===== src/rtl/kmgd_pkg.sv =====
`default_nettype none

package kmgd_pkg;

  // fixed field widths
  localparam int unsigned ROW_W = 3;
  localparam int unsigned COL_W = 18;
  localparam int unsigned CFG_W = 8;

  // defaults for the top-level parameters
  localparam int unsigned ROWS_DEF = 8;
  localparam int unsigned COLS_DEF = 18;

  // debounce setting and counter value after reset
  localparam logic [CFG_W-1:0] DEBOUNCE_RESET = 8'd5;

  typedef struct packed {
    logic [ROW_W-1:0] row_number;
    logic [COL_W-1:0] column_bits;
    logic             end_of_scan;
  } in_item_t;

  typedef struct packed {
    logic [ROW_W-1:0] out_row;
    logic [COL_W-1:0] stable_bits;
    logic             committed;
    logic             settling;
    logic             last_row;
  } out_item_t;

  // controller to datapath
  typedef struct packed {
    logic sample;      // take the accepted row into the candidate copy
    logic scan_end;    // counter update and possible commit
    logic load_first;  // load output register with row 0
    logic load_next;   // step readout index and load that row
  } dp_cmd_t;

  // datapath to controller
  typedef struct packed {
    logic last_idx;    // readout index sits on the final row
  } dp_stat_t;

endpackage

`default_nettype wire


===== src/rtl/kmgd_datapath.sv =====
`default_nettype none

module kmgd_datapath import kmgd_pkg::*; #(
  parameter int unsigned ROWS = ROWS_DEF,
  parameter int unsigned COLS = COLS_DEF
) (
  input  wire logic             clk_i,
  input  wire logic             rst_ni,
  input  wire logic             cfg_we_i,
  input  wire logic [CFG_W-1:0] cfg_data_i,
  input  wire in_item_t         in_data_i,
  input  wire dp_cmd_t          cmd_i,
  output dp_stat_t              stat_o,
  output out_item_t             out_data_o
);

  localparam int unsigned RIDX_W = (ROWS > 1) ? $clog2(ROWS) : 1;
  localparam int unsigned CW     = (COLS < COL_W) ? COLS : COL_W;

  logic [CW-1:0]     cand_q   [ROWS];
  logic [CW-1:0]     stable_q [ROWS];
  logic [CFG_W-1:0]  cfg_q;
  logic [CFG_W-1:0]  cnt_q, cnt_d;
  logic              changed_q;
  logic [RIDX_W-1:0] idx_q, idx_d;
  logic              commit_q, commit_d;
  logic              settling_q;
  out_item_t         out_q;

  logic [CW-1:0]     in_bits;
  logic [RIDX_W-1:0] in_idx;
  logic              in_hit;
  logic              in_diff;
  logic [CFG_W-1:0]  cnt_load;
  logic [CW-1:0]     rd_bits;

  assign in_bits = in_data_i.column_bits[CW-1:0];
  assign in_idx  = RIDX_W'(in_data_i.row_number);
  assign in_hit  = 32'(in_data_i.row_number) < ROWS;
  assign in_diff = in_hit && (cand_q[in_idx] != in_bits);

  // reload on change, then count down
  always_comb begin
    cnt_load = changed_q ? cfg_q : cnt_q;
    cnt_d    = cnt_load;
    commit_d = 1'b0;
    if (cnt_load != '0) begin
      cnt_d    = cnt_load - 1'b1;
      commit_d = (cnt_d == '0);
    end
  end

  assign idx_d   = cmd_i.load_next ? idx_q + 1'b1 : '0;
  assign rd_bits = stable_q[idx_d];

  always_ff @(posedge clk_i or negedge rst_ni) begin
    if (!rst_ni) begin
      cfg_q      <= DEBOUNCE_RESET;
      cnt_q      <= DEBOUNCE_RESET;
      changed_q  <= 1'b0;
      idx_q      <= '0;
      commit_q   <= 1'b0;
      settling_q <= 1'b0;
      for (int r = 0; r < ROWS; r++) begin
        cand_q[r]   <= '0;
        stable_q[r] <= '0;
      end
    end else begin
      if (cfg_we_i) begin
        cfg_q <= cfg_data_i;
      end
      if (cmd_i.sample && in_diff) begin
        cand_q[in_idx] <= in_bits;
        changed_q      <= 1'b1;
      end
      if (cmd_i.scan_end) begin
        cnt_q      <= cnt_d;
        changed_q  <= 1'b0;
        commit_q   <= commit_d;
        settling_q <= (cnt_d != '0);
        if (commit_d) begin
          for (int r = 0; r < ROWS; r++) begin
            stable_q[r] <= cand_q[r];
          end
        end
      end
      if (cmd_i.load_first || cmd_i.load_next) begin
        idx_q <= idx_d;
      end
    end
  end

  always_ff @(posedge clk_i) begin
    if (cmd_i.load_first || cmd_i.load_next) begin
      out_q.out_row     <= ROW_W'(idx_d);
      out_q.stable_bits <= COL_W'(rd_bits);
      out_q.committed   <= commit_q;
      out_q.settling    <= settling_q;
      out_q.last_row    <= (idx_d == RIDX_W'(ROWS - 1));
    end
  end

  assign out_data_o      = out_q;
  assign stat_o.last_idx = (idx_q == RIDX_W'(ROWS - 1));

endmodule

`default_nettype wire


===== src/rtl/kmgd_ctrl.sv =====
`default_nettype none

module kmgd_ctrl import kmgd_pkg::*; (
  input  wire logic     clk_i,
  input  wire logic     rst_ni,
  input  wire logic     in_valid_i,
  input  wire logic     in_eos_i,
  output logic          in_ready_o,
  output logic          out_valid_o,
  input  wire logic     out_ready_i,
  input  wire dp_stat_t stat_i,
  output dp_cmd_t       cmd_o
);

  localparam logic [1:0] ST_IDLE = 2'd0;
  localparam logic [1:0] ST_ENDS = 2'd1;
  localparam logic [1:0] ST_LOAD = 2'd2;
  localparam logic [1:0] ST_SHOW = 2'd3;

  logic [1:0] state_q, state_d;

  always_comb begin
    state_d     = state_q;
    cmd_o       = '0;
    in_ready_o  = 1'b0;
    out_valid_o = 1'b0;
    case (state_q)
      ST_IDLE: begin
        in_ready_o = 1'b1;
        if (in_valid_i) begin
          cmd_o.sample = 1'b1;
          if (in_eos_i) begin
            state_d = ST_ENDS;
          end
        end
      end
      ST_ENDS: begin
        cmd_o.scan_end = 1'b1;
        state_d        = ST_LOAD;
      end
      ST_LOAD: begin
        cmd_o.load_first = 1'b1;
        state_d          = ST_SHOW;
      end
      ST_SHOW: begin
        out_valid_o = 1'b1;
        if (out_ready_i) begin
          if (stat_i.last_idx) begin
            state_d = ST_IDLE;
          end else begin
            cmd_o.load_next = 1'b1;
          end
        end
      end
      default: begin
        state_d = ST_IDLE;
      end
    endcase
  end

  always_ff @(posedge clk_i or negedge rst_ni) begin
    if (!rst_ni) begin
      state_q <= ST_IDLE;
    end else begin
      state_q <= state_d;
    end
  end

endmodule

`default_nettype wire


===== src/rtl/key_matrix_global_debounce_core.sv =====
`default_nettype none

// channel   direction  handshake                 payload
// in        input      in_valid_i / in_ready_o   in_data_i   (in_item_t)
// out       output     out_valid_o / out_ready_i out_data_o  (out_item_t)
// cfg       input      cfg_we_i                  cfg_data_i  (debounce scans)
//
// a row beat that is not end of scan gives no result
// an end-of-scan beat runs a counter update and then the first load, then
// ROWS result beats, one per cycle while out_ready_i is high; the readout walk
// covers every stable row, from row 0 to the last
// no input beat is taken while the readout runs; a stalled result holds
// reset clears both matrix copies and sets setting and counter to five

module key_matrix_global_debounce_core import kmgd_pkg::*; #(
  parameter int unsigned ROWS = ROWS_DEF,
  parameter int unsigned COLS = COLS_DEF
) (
  input  wire logic             clk_i,
  input  wire logic             rst_ni,
  // config
  input  wire logic             cfg_we_i,
  input  wire logic [CFG_W-1:0] cfg_data_i,
  // row samples
  input  wire logic             in_valid_i,
  output logic                  in_ready_o,
  input  wire in_item_t         in_data_i,
  // stable matrix readout
  output logic                  out_valid_o,
  input  wire logic             out_ready_i,
  output out_item_t             out_data_o
);

  dp_cmd_t  cmd;
  dp_stat_t stat;

  // sequencer: sample, scan end, readout
  kmgd_ctrl u_ctrl (
    .clk_i       (clk_i),
    .rst_ni      (rst_ni),
    .in_valid_i  (in_valid_i),
    .in_eos_i    (in_data_i.end_of_scan),
    .in_ready_o  (in_ready_o),
    .out_valid_o (out_valid_o),
    .out_ready_i (out_ready_i),
    .stat_i      (stat),
    .cmd_o       (cmd)
  );

  // matrix copies, global counter and output register
  kmgd_datapath #(
    .ROWS (ROWS),
    .COLS (COLS)
  ) u_datapath (
    .clk_i      (clk_i),
    .rst_ni     (rst_ni),
    .cfg_we_i   (cfg_we_i),
    .cfg_data_i (cfg_data_i),
    .in_data_i  (in_data_i),
    .cmd_i      (cmd),
    .stat_o     (stat),
    .out_data_o (out_data_o)
  );

endmodule

`default_nettype wire

===== config.mk =====
export PLATFORM = sky130hd
export DESIGN_NAME = key_matrix_global_debounce_core
export DESIGN_NICKNAME = d
export VERILOG_FILES = /design/src/rtl/kmgd_pkg.sv /design/src/rtl/kmgd_datapath.sv /design/src/rtl/kmgd_ctrl.sv /design/src/rtl/key_matrix_global_debounce_core.sv
export SDC_FILE = /design/constraint.sdc
export NUM_CORES = 1
export LEC_CHECK = 0
export ABC_AREA = 1
export BUFFER_PORTS_ARGS = -buffer_cell sky130_fd_sc_hd__buf_4
export CAP_MARGIN = 20
export CORE_MARGIN = 5
export CORE_UTILIZATION = 30
export DETAILED_ROUTE_END_ITERATION = 12
export PLACE_DENSITY_LB_ADDON = 0.05
export SLEW_MARGIN = 25
export SYNTH_ARGS = -nofsm -noshare
export SYNTH_HDL_FRONTEND = slang
export SYNTH_SLANG_ARGS = --single-unit

===== constraint.sdc =====
create_clock -name clk_i -period 2.42 [get_ports clk_i]
set_input_delay 0 -clock clk_i [delete_from_list [all_inputs] [get_ports clk_i]]
set_output_delay 0 -clock clk_i [all_outputs]
set_load 0.005 [all_outputs]

**Word-level counts from Yosys, hierarchy flattened**

Index checks and enable logic that the tools add are counted.

- Output and inout bits: 26
- Register bits after elaboration: 336
- Bits in writable memories: 0
- Logic and storage cells: 84
- Input bits: 35
- Memory bits (read-only): 0
- Latch bits: 0
- Memories kept: 0

- Muxes and demuxes: 29
- Add/subtract/negate cells: 2
- $lt $le $gt $ge: 3
- Equal/unequal tests: 10
- Reduce and logical (&&, ||, !) cells: 10
- Bitwise logic cells: 2
- $mul: 0
- Div/mod/pow operators: 0
- Shifts and indexed selects: 0

Operator list:

| operator | count |
|---|---|
| $bwmux 144 | 1 |
| $bmux 18 s3 | 2 |
| $mux 18 | 5 |
| $demux 18 s3 | 1 |
| $ne 18x18->1 | 1 |
| $mux 8 | 2 |
| $reduce_bool 8->1 | 2 |
| $mux 1 | 12 |
| $ge 4x4->1 const B | 2 |
| $logic_not 8->1 | 1 |
| $mux 2 | 4 |
| $ne 2x2->1 const B | 4 |
| $not 3->4 | 2 |
| $pmux 2 s4 | 1 |
| $sub 8x1->8 const B | 1 |
| $eq 3x3->1 const B | 2 |
| $eq 2x2->1 const B | 2 |
| $lt 4x1->1 const B | 1 |
| $reduce_and 4->1 | 1 |
| $add 3x1->3 const B | 1 |
| $mux 3 | 1 |
| $eq 2x1->1 const B | 1 |
| $logic_and 1x1->1 | 2 |
| $logic_not 2->1 | 1 |
| other kinds (3) | 3 |

**Longest topological paths before layout**

- Depth in word-level cells: 9
- Mapped depth: 19

**Cells and area by module**

From an unflattened synthesis, not the netlist that was laid out.

- Cell total of the unflattened synthesis: 2,091
- Area total of the unflattened synthesis: 16,613.4 sq um

By module, submodules not included:

| module | seq. area each (sq um) | area an instance (sq um) | times used | cells each |
|---|---|---|---|---|
| kmgd_datapath | 8,483.1 | 16,425.8 | 1 | 2,066 |
| kmgd_ctrl | 50.0 | 187.7 | 1 | 25 |

**Worst setup path before layout**

Ideal clock, no wire load.

- Path type: reg-to-reg
- Start point: register u_datapath.idx_q[0]
- End point: register u_datapath.out_q, in the netlist u_datapath.out_data_o[10] (data pin)
- Setup slack: 0.147 ns
- Period minus slack after synthesis: 2.273 ns
- Stages on the path, launching flop included: 11
- Arrival: 2.004 ns
- Cell sequence: dfrtp_1 ha_1 ha_1 nor2_1 nand2_1 nor2_1 clkbuf_1 buf_1 nand3_1 a21oi_1 a31oi_1

- Longest elaborated chain between the ends: 9
- Elaborated cells on any way between the ends: 10
- Classes of those cells: 1 x add/sub; 1 x eq/ne; 7 x mux; 1 x bitwise

Ends and longest elaborated chain:

| element | line | RTL |
|---|---|---|
| from (decl) | kmgd_datapath.sv:25 | `logic [RIDX_W-1:0] idx_q, idx_d;` |
| from (signal assigned) | kmgd_datapath.sv:88 | `idx_q <= idx_d;` |
| $eq 3x3->1 | kmgd_datapath.sv:104 | `assign stat_o.last_idx = (idx_q == RIDX_W'(ROWS - 1));` |
| $mux 1 | kmgd_ctrl.sv:48 | `if (stat_i.last_idx) begin` |
| $mux 1 | kmgd_ctrl.sv:47 | `if (out_ready_i) begin` |
| $mux 1 | kmgd_ctrl.sv:27 | `case (state_q)` |
| $mux 3 * | kmgd_datapath.sv:53 | `assign idx_d = cmd_i.load_next ? idx_q + 1'b1 : '0;` |
| $not 3->4 (implied by the code) * | kmgd_datapath.sv:54 | `assign rd_bits = stable_q[idx_d];` |
| $bmux 18 s3 * | kmgd_datapath.sv:54 |  |
| $mux 18 (implied by the code) * (2 in a row) | kmgd_datapath.sv:54 |  |
| net u_datapath.rd_bits[7] | kmgd_datapath.sv:35 | `logic [CW-1:0] rd_bits;` |
| to (decl) | kmgd_datapath.sv:28 | `out_item_t out_q;` |

The timed path passes the listed nets; every way through them passes the cells marked *. The select of a mux whose other input is x is not followed.
A chain may end at the register's enable or synchronous reset.

**Final worst setup path**

- Start point: register u_datapath.changed_q
- End point: register u_datapath.stable_q[47] (netlist bit)

- Longest elaborated chain between the ends: 5
- Elaborated cells on any way between the ends: 6
- Classes of those cells: 1 x add/sub; 2 x mux; 3 x reduce/logical

Ends and longest elaborated chain:

| element | line | RTL |
|---|---|---|
| from (decl) | kmgd_datapath.sv:24 | `logic changed_q;` |
| from (signal assigned) | kmgd_datapath.sv:60 | `changed_q <= 1'b0;` |
| from (signal assigned) | kmgd_datapath.sv:74 | `changed_q <= 1'b1;` |
| from (signal assigned) | kmgd_datapath.sv:78 | `changed_q <= 1'b0;` |
| $mux 8 * | kmgd_datapath.sv:44 | `cnt_load = changed_q ? cfg_q : cnt_q;` |
| $sub 8x1->8 | kmgd_datapath.sv:48 | `cnt_d = cnt_load - 1'b1;` |
| $logic_not 8->1 | kmgd_datapath.sv:49 | `commit_d = (cnt_d == '0);` |
| $mux 1 * | kmgd_datapath.sv:47 | `if (cnt_load != '0) begin` |
| $reduce_and 2->1 (no source line) * | - |  |
| to (signal, indexed assignment) | kmgd_datapath.sv:83 | `stable_q[r] <= cand_q[r];` |
| to (decl) | kmgd_datapath.sv:21 | `logic [CW-1:0] stable_q [ROWS];` |

Every way passes the cells marked *; elsewhere a longest branch is shown, timed or not.

==> out/results.md <==
| Quantity | This run | Unit |
| --- | --- | --- |
| Outcome | finished clean | - |
| Worst path arrival time | 2.81 | ns |
| Final period utilization | 97.77 | % |
| Leak | 10.42 | nW |
| Mapped Nets | 2111 | - |
| Global Route met1 Usage | 31.73 | % |
| Busiest grt layer | met1 | - |
| Horizontal extent of the die | 245.9 | um |
| Clk_skew | 0.02158 | ns |
| Top area cells in the synthesized netlist | sky130_fd_sc_hd__dfrtp_1, sky130_fd_sc_hd__nand2_1, sky130_fd_sc_hd__nand4_1, sky130_fd_sc_hd__edfxtp_1, sky130_fd_sc_hd__inv_1 | - |
| Latest clock arrival within the worst-skew pair | 0.57 | ns |
| Maximum number of buffers from clock root to sink | 3 | - |
| Global-route track usage on met2 | 30.09 | % |
| Most numerous cell in the Yosys netlist | sky130_fd_sc_hd__nand2_1 | - |
| Register area share after synthesis | 51.12 | % |
| CP max-delay cell | sky130_fd_sc_hd__dfrtp_2 | - |
| Count of final setup violators | 0 | - |
| Max Freq | 422.7 | MHz |
| Count of nets after finishing | 2295 | - |
| Worst-path clk slew | 0.05 | ns |
| Minimum period implied by the final worst setup slack | 2.366 | ns |
| Category of the most critical setup path | flip-flop to flip-flop | - |
| I/O Pins | 61 | - |
| Clock tree from TritonCTS | yes | - |
| Slew HR | 46.24 | % |
| Area growth from synthesis to layout | 30.23 | % |
| Number of rows in the core area | 86 | - |
| Mapped Cells | 2067 | - |
| TritonCTS Buffers | 43 | - |
| Hold Fails Final Rpt | 0 | - |
| Initial antenna violation count | 0 | - |
| Unrepaired setup endpoints after global routing | yes | - |
| Synth Area per Inst | 8.076 | um^2 |
| Slowest stage delay, CP | 0.44 | ns |
| First-pass detailed-route iteration total | 5 | - |
| Peak supply drop | 511.9 | uV |
| Met3 usage | 2.587 | % |
| Number of global-route vias before repair | 14188 | - |
| Total vias in the final route | 14761 | - |
| Number of design-rule violations left by the first detailed-router iteration | 990 | - |
| Number of storage elements in the synthesis netlist | 336 | - |
| Final standard cell area without fillers | 21740 | um^2 |
| Post-detail-place hpwl | 43.22 | mm |
| Critical-path maximum fanout | 14 | - |
| Maximum Capacitance Violations | 0 | - |
| Floorplan core area | 55090 | um^2 |
| Transition time at the pin with the least slew margin | 0.8064 | ns |
| List of most frequent post-synthesis cells | sky130_fd_sc_hd__nand2_1, sky130_fd_sc_hd__dfrtp_1, sky130_fd_sc_hd__inv_1 | - |
| DRC Markers | 0 | - |
| Port buffer count | 60 | - |
| Predominant post-synthesis flop cell | sky130_fd_sc_hd__dfrtp_1 | - |
| Fraction of layout cells with a size suffix above 1 | 19.08 | % |
| Effective utilization at floorplan | 30.30 | % |
| Inserted Diodes | 0 | - |
| Worst Hold Slack | 0.06352 | ns |
| Number of nets with antenna violations after detailed routing | 0 | - |
| Critical path capture point type | flip-flop | - |
| Final Non-Filler Cells | 3028 | - |
| Distinct cells, synth | 41 | - |
| GRT overflow | 0 | - |
| Combined global-route utilization of all metal layers | 20.32 | % |
| Average wire per cell in the routed design | 20.96 | um |
| Count of buffer and inverter cells on the critical path | 4 | - |
| Top-area cell type share of the netlist area | 46.17 | % |
| Required @ worst endpoint | 2.86 | ns |
| Count of yosys warnings during synthesis | 0 | - |
| Worst Setup Slack, final | 0.05402 | ns |
| Final sum of negative setup slack | 0 | ns |
| Via count normalized by instance count | 4.875 | - |
| Final Max Slew Viols | 0 | - |
| Synth async-reset ratio | 92.86 | % |
| Count of placed standard cells including taps | 2880 | - |
| Instance area after placement | 18980 | um^2 |
| Cell type with the largest total area after synthesis | sky130_fd_sc_hd__dfrtp_1 | - |
| Global-route wire length before repair | 93.54 | mm |
| Routability congestion estimate | 0.7928 | - |
| Total length of routed wires | 63.47 | mm |
| Die outline height | 245.9 | um |
| Overall power consumption | 21.03 | mW |
| Dominant delay contributor by cell family on the critical path | buffers and inverters | - |
| Worst min-delay path category | primary input to asynchronous set/reset pin | - |
| Nature of the critical path startpoint | flip-flop | - |
| PD cells | 967.4 | nW/um^2 |
| Utilization after layout | 39.46 | % |
| Sink Count | 336 | - |
| Pin count of the biggest net entering global routing | 80 | - |
| Pre-CTS worst setup slack | -0.1015 | ns |
| Cell Area, Synth | 16690 | um^2 |
| Count of flip-flops with a built-in enable after synthesis | 24 | - |
| Depth of the CTS H-tree | 2 | - |
| CP Cell Sequence | buf_4 -> o21ai_2 -> ha_2 -> nand3_1 -> xor2_1 -> nor2_2 -> nand4_4 -> buf_12 -> clkbuf_16 -> clkbuf_16 -> nand2_1 -> o21ai_2 | - |
| Cell at the root of the clock tree | sky130_fd_sc_hd__clkbuf_16 | - |
| Die footprint | 60460 | um^2 |
[what timing repair did]
item,in CTS,in global routing
buffers inserted,1,14
hold endpoints to repair,276,0
hold buffers,46,0
gates resized for setup,9,110
setup endpoints to repair,123,304
pin swaps,0,21
cloned,0,16
[path summary, 6_finish.rpt]
| kind | startpoint | endpoint | slack [ns] | depth (start not counted) |
|---|---|---|---|---|
| hold reg to reg | u_datapath.settling_q | u_datapath.out_data_o[1] | 0.45 | 0 |
| max in group asynchronous | rst_ni | u_datapath.stable_q[21] | 1.55 | 3 |
| setup / recovery | u_datapath.changed_q | u_datapath.stable_q[47] | 0.05 | 12 |
| setup reg to reg | u_datapath.changed_q | u_datapath.stable_q[47] | 0.05 | 12 |
| hold / removal | rst_ni | u_datapath.cnt_q[5] | 0.06 | 2 |
| min in group clk_i | in_data_i[19] | u_datapath.cand_q[99] | 0.23 | 6 |
[metal layers]
layer | part of all wire [%] | vias to the layer above
li1 | - | 7155
met4 | 1.7 | 0
met2 | 44 | 327
met3 | 4.4 | 67
met1 | 50 | 7212
met5 | 0 | -
[flip-flops by register name, summed over array words and instances, names as in the netlist, 2 cells and up]
signal and cells:
u_datapath.cand_q 144, u_datapath.stable_q 144, u_datapath.out_data_o 24, u_datapath.cfg_q 8, u_datapath.cnt_q 8, u_datapath.idx_q 3
u_ctrl.state_q 2
[power by group]
part           internal, mW  leakage (nW)  switching, mW
clock network          4.03         0.705           2.55
registers              7.15          4.43           1.01
logic                  2.40          5.28           3.90
total                  13.6          10.4           7.46
[area by class of cell]
type	count	area, um^2
fill	5697	33350
sequential	336	8534
multi-input combinational	1403	6983
timing repair buffer	287	3173
clock buffer	67	1319
tap	748	935.9
inverter	180	683.2
clock inverter	7	110.1
[placed cells by master (no fill, tap or decap), types with 10 or more instances in the layout]
cell and instances:
sky130_fd_sc_hd__o221ai_1 36, sky130_fd_sc_hd__nand4_1 144, sky130_fd_sc_hd__nand2_1 812, sky130_fd_sc_hd__a31oi_1 13
sky130_fd_sc_hd__buf_12 42, sky130_fd_sc_hd__clkbuf_16 59, sky130_fd_sc_hd__clkbuf_1 11, sky130_fd_sc_hd__nand3_1 83
sky130_fd_sc_hd__inv_1 155, sky130_fd_sc_hd__a21oi_1 14, sky130_fd_sc_hd__edfxtp_1 24, sky130_fd_sc_hd__buf_4 168
sky130_fd_sc_hd__o21ai_0 93, sky130_fd_sc_hd__inv_2 21, sky130_fd_sc_hd__dlygate4sd3_1 46, sky130_fd_sc_hd__o21ai_2 36
sky130_fd_sc_hd__clkbuf_8 11, sky130_fd_sc_hd__nor2_1 20, sky130_fd_sc_hd__buf_6 12, sky130_fd_sc_hd__dfrtp_1 307
sky130_fd_sc_hd__nand2_2 10, sky130_fd_sc_hd__o21ai_1 57, sky130_fd_sc_hd__nor2_4 10
[kinds of logic after synthesis]
family	after synthesis	synth area share [%]
multiplexers	1	0.05997
AO/OA/AOI/OAI	276	10.22
XOR/XNOR	6	0.3149
AND/OR/NAND/NOR	1110	28.59
buffers and inverters	329	9.025
adder cells (fa/ha/maj)	9	0.6746
flip-flops	336	51.12
Note: power is estimated with default switching activity, not from simulation.
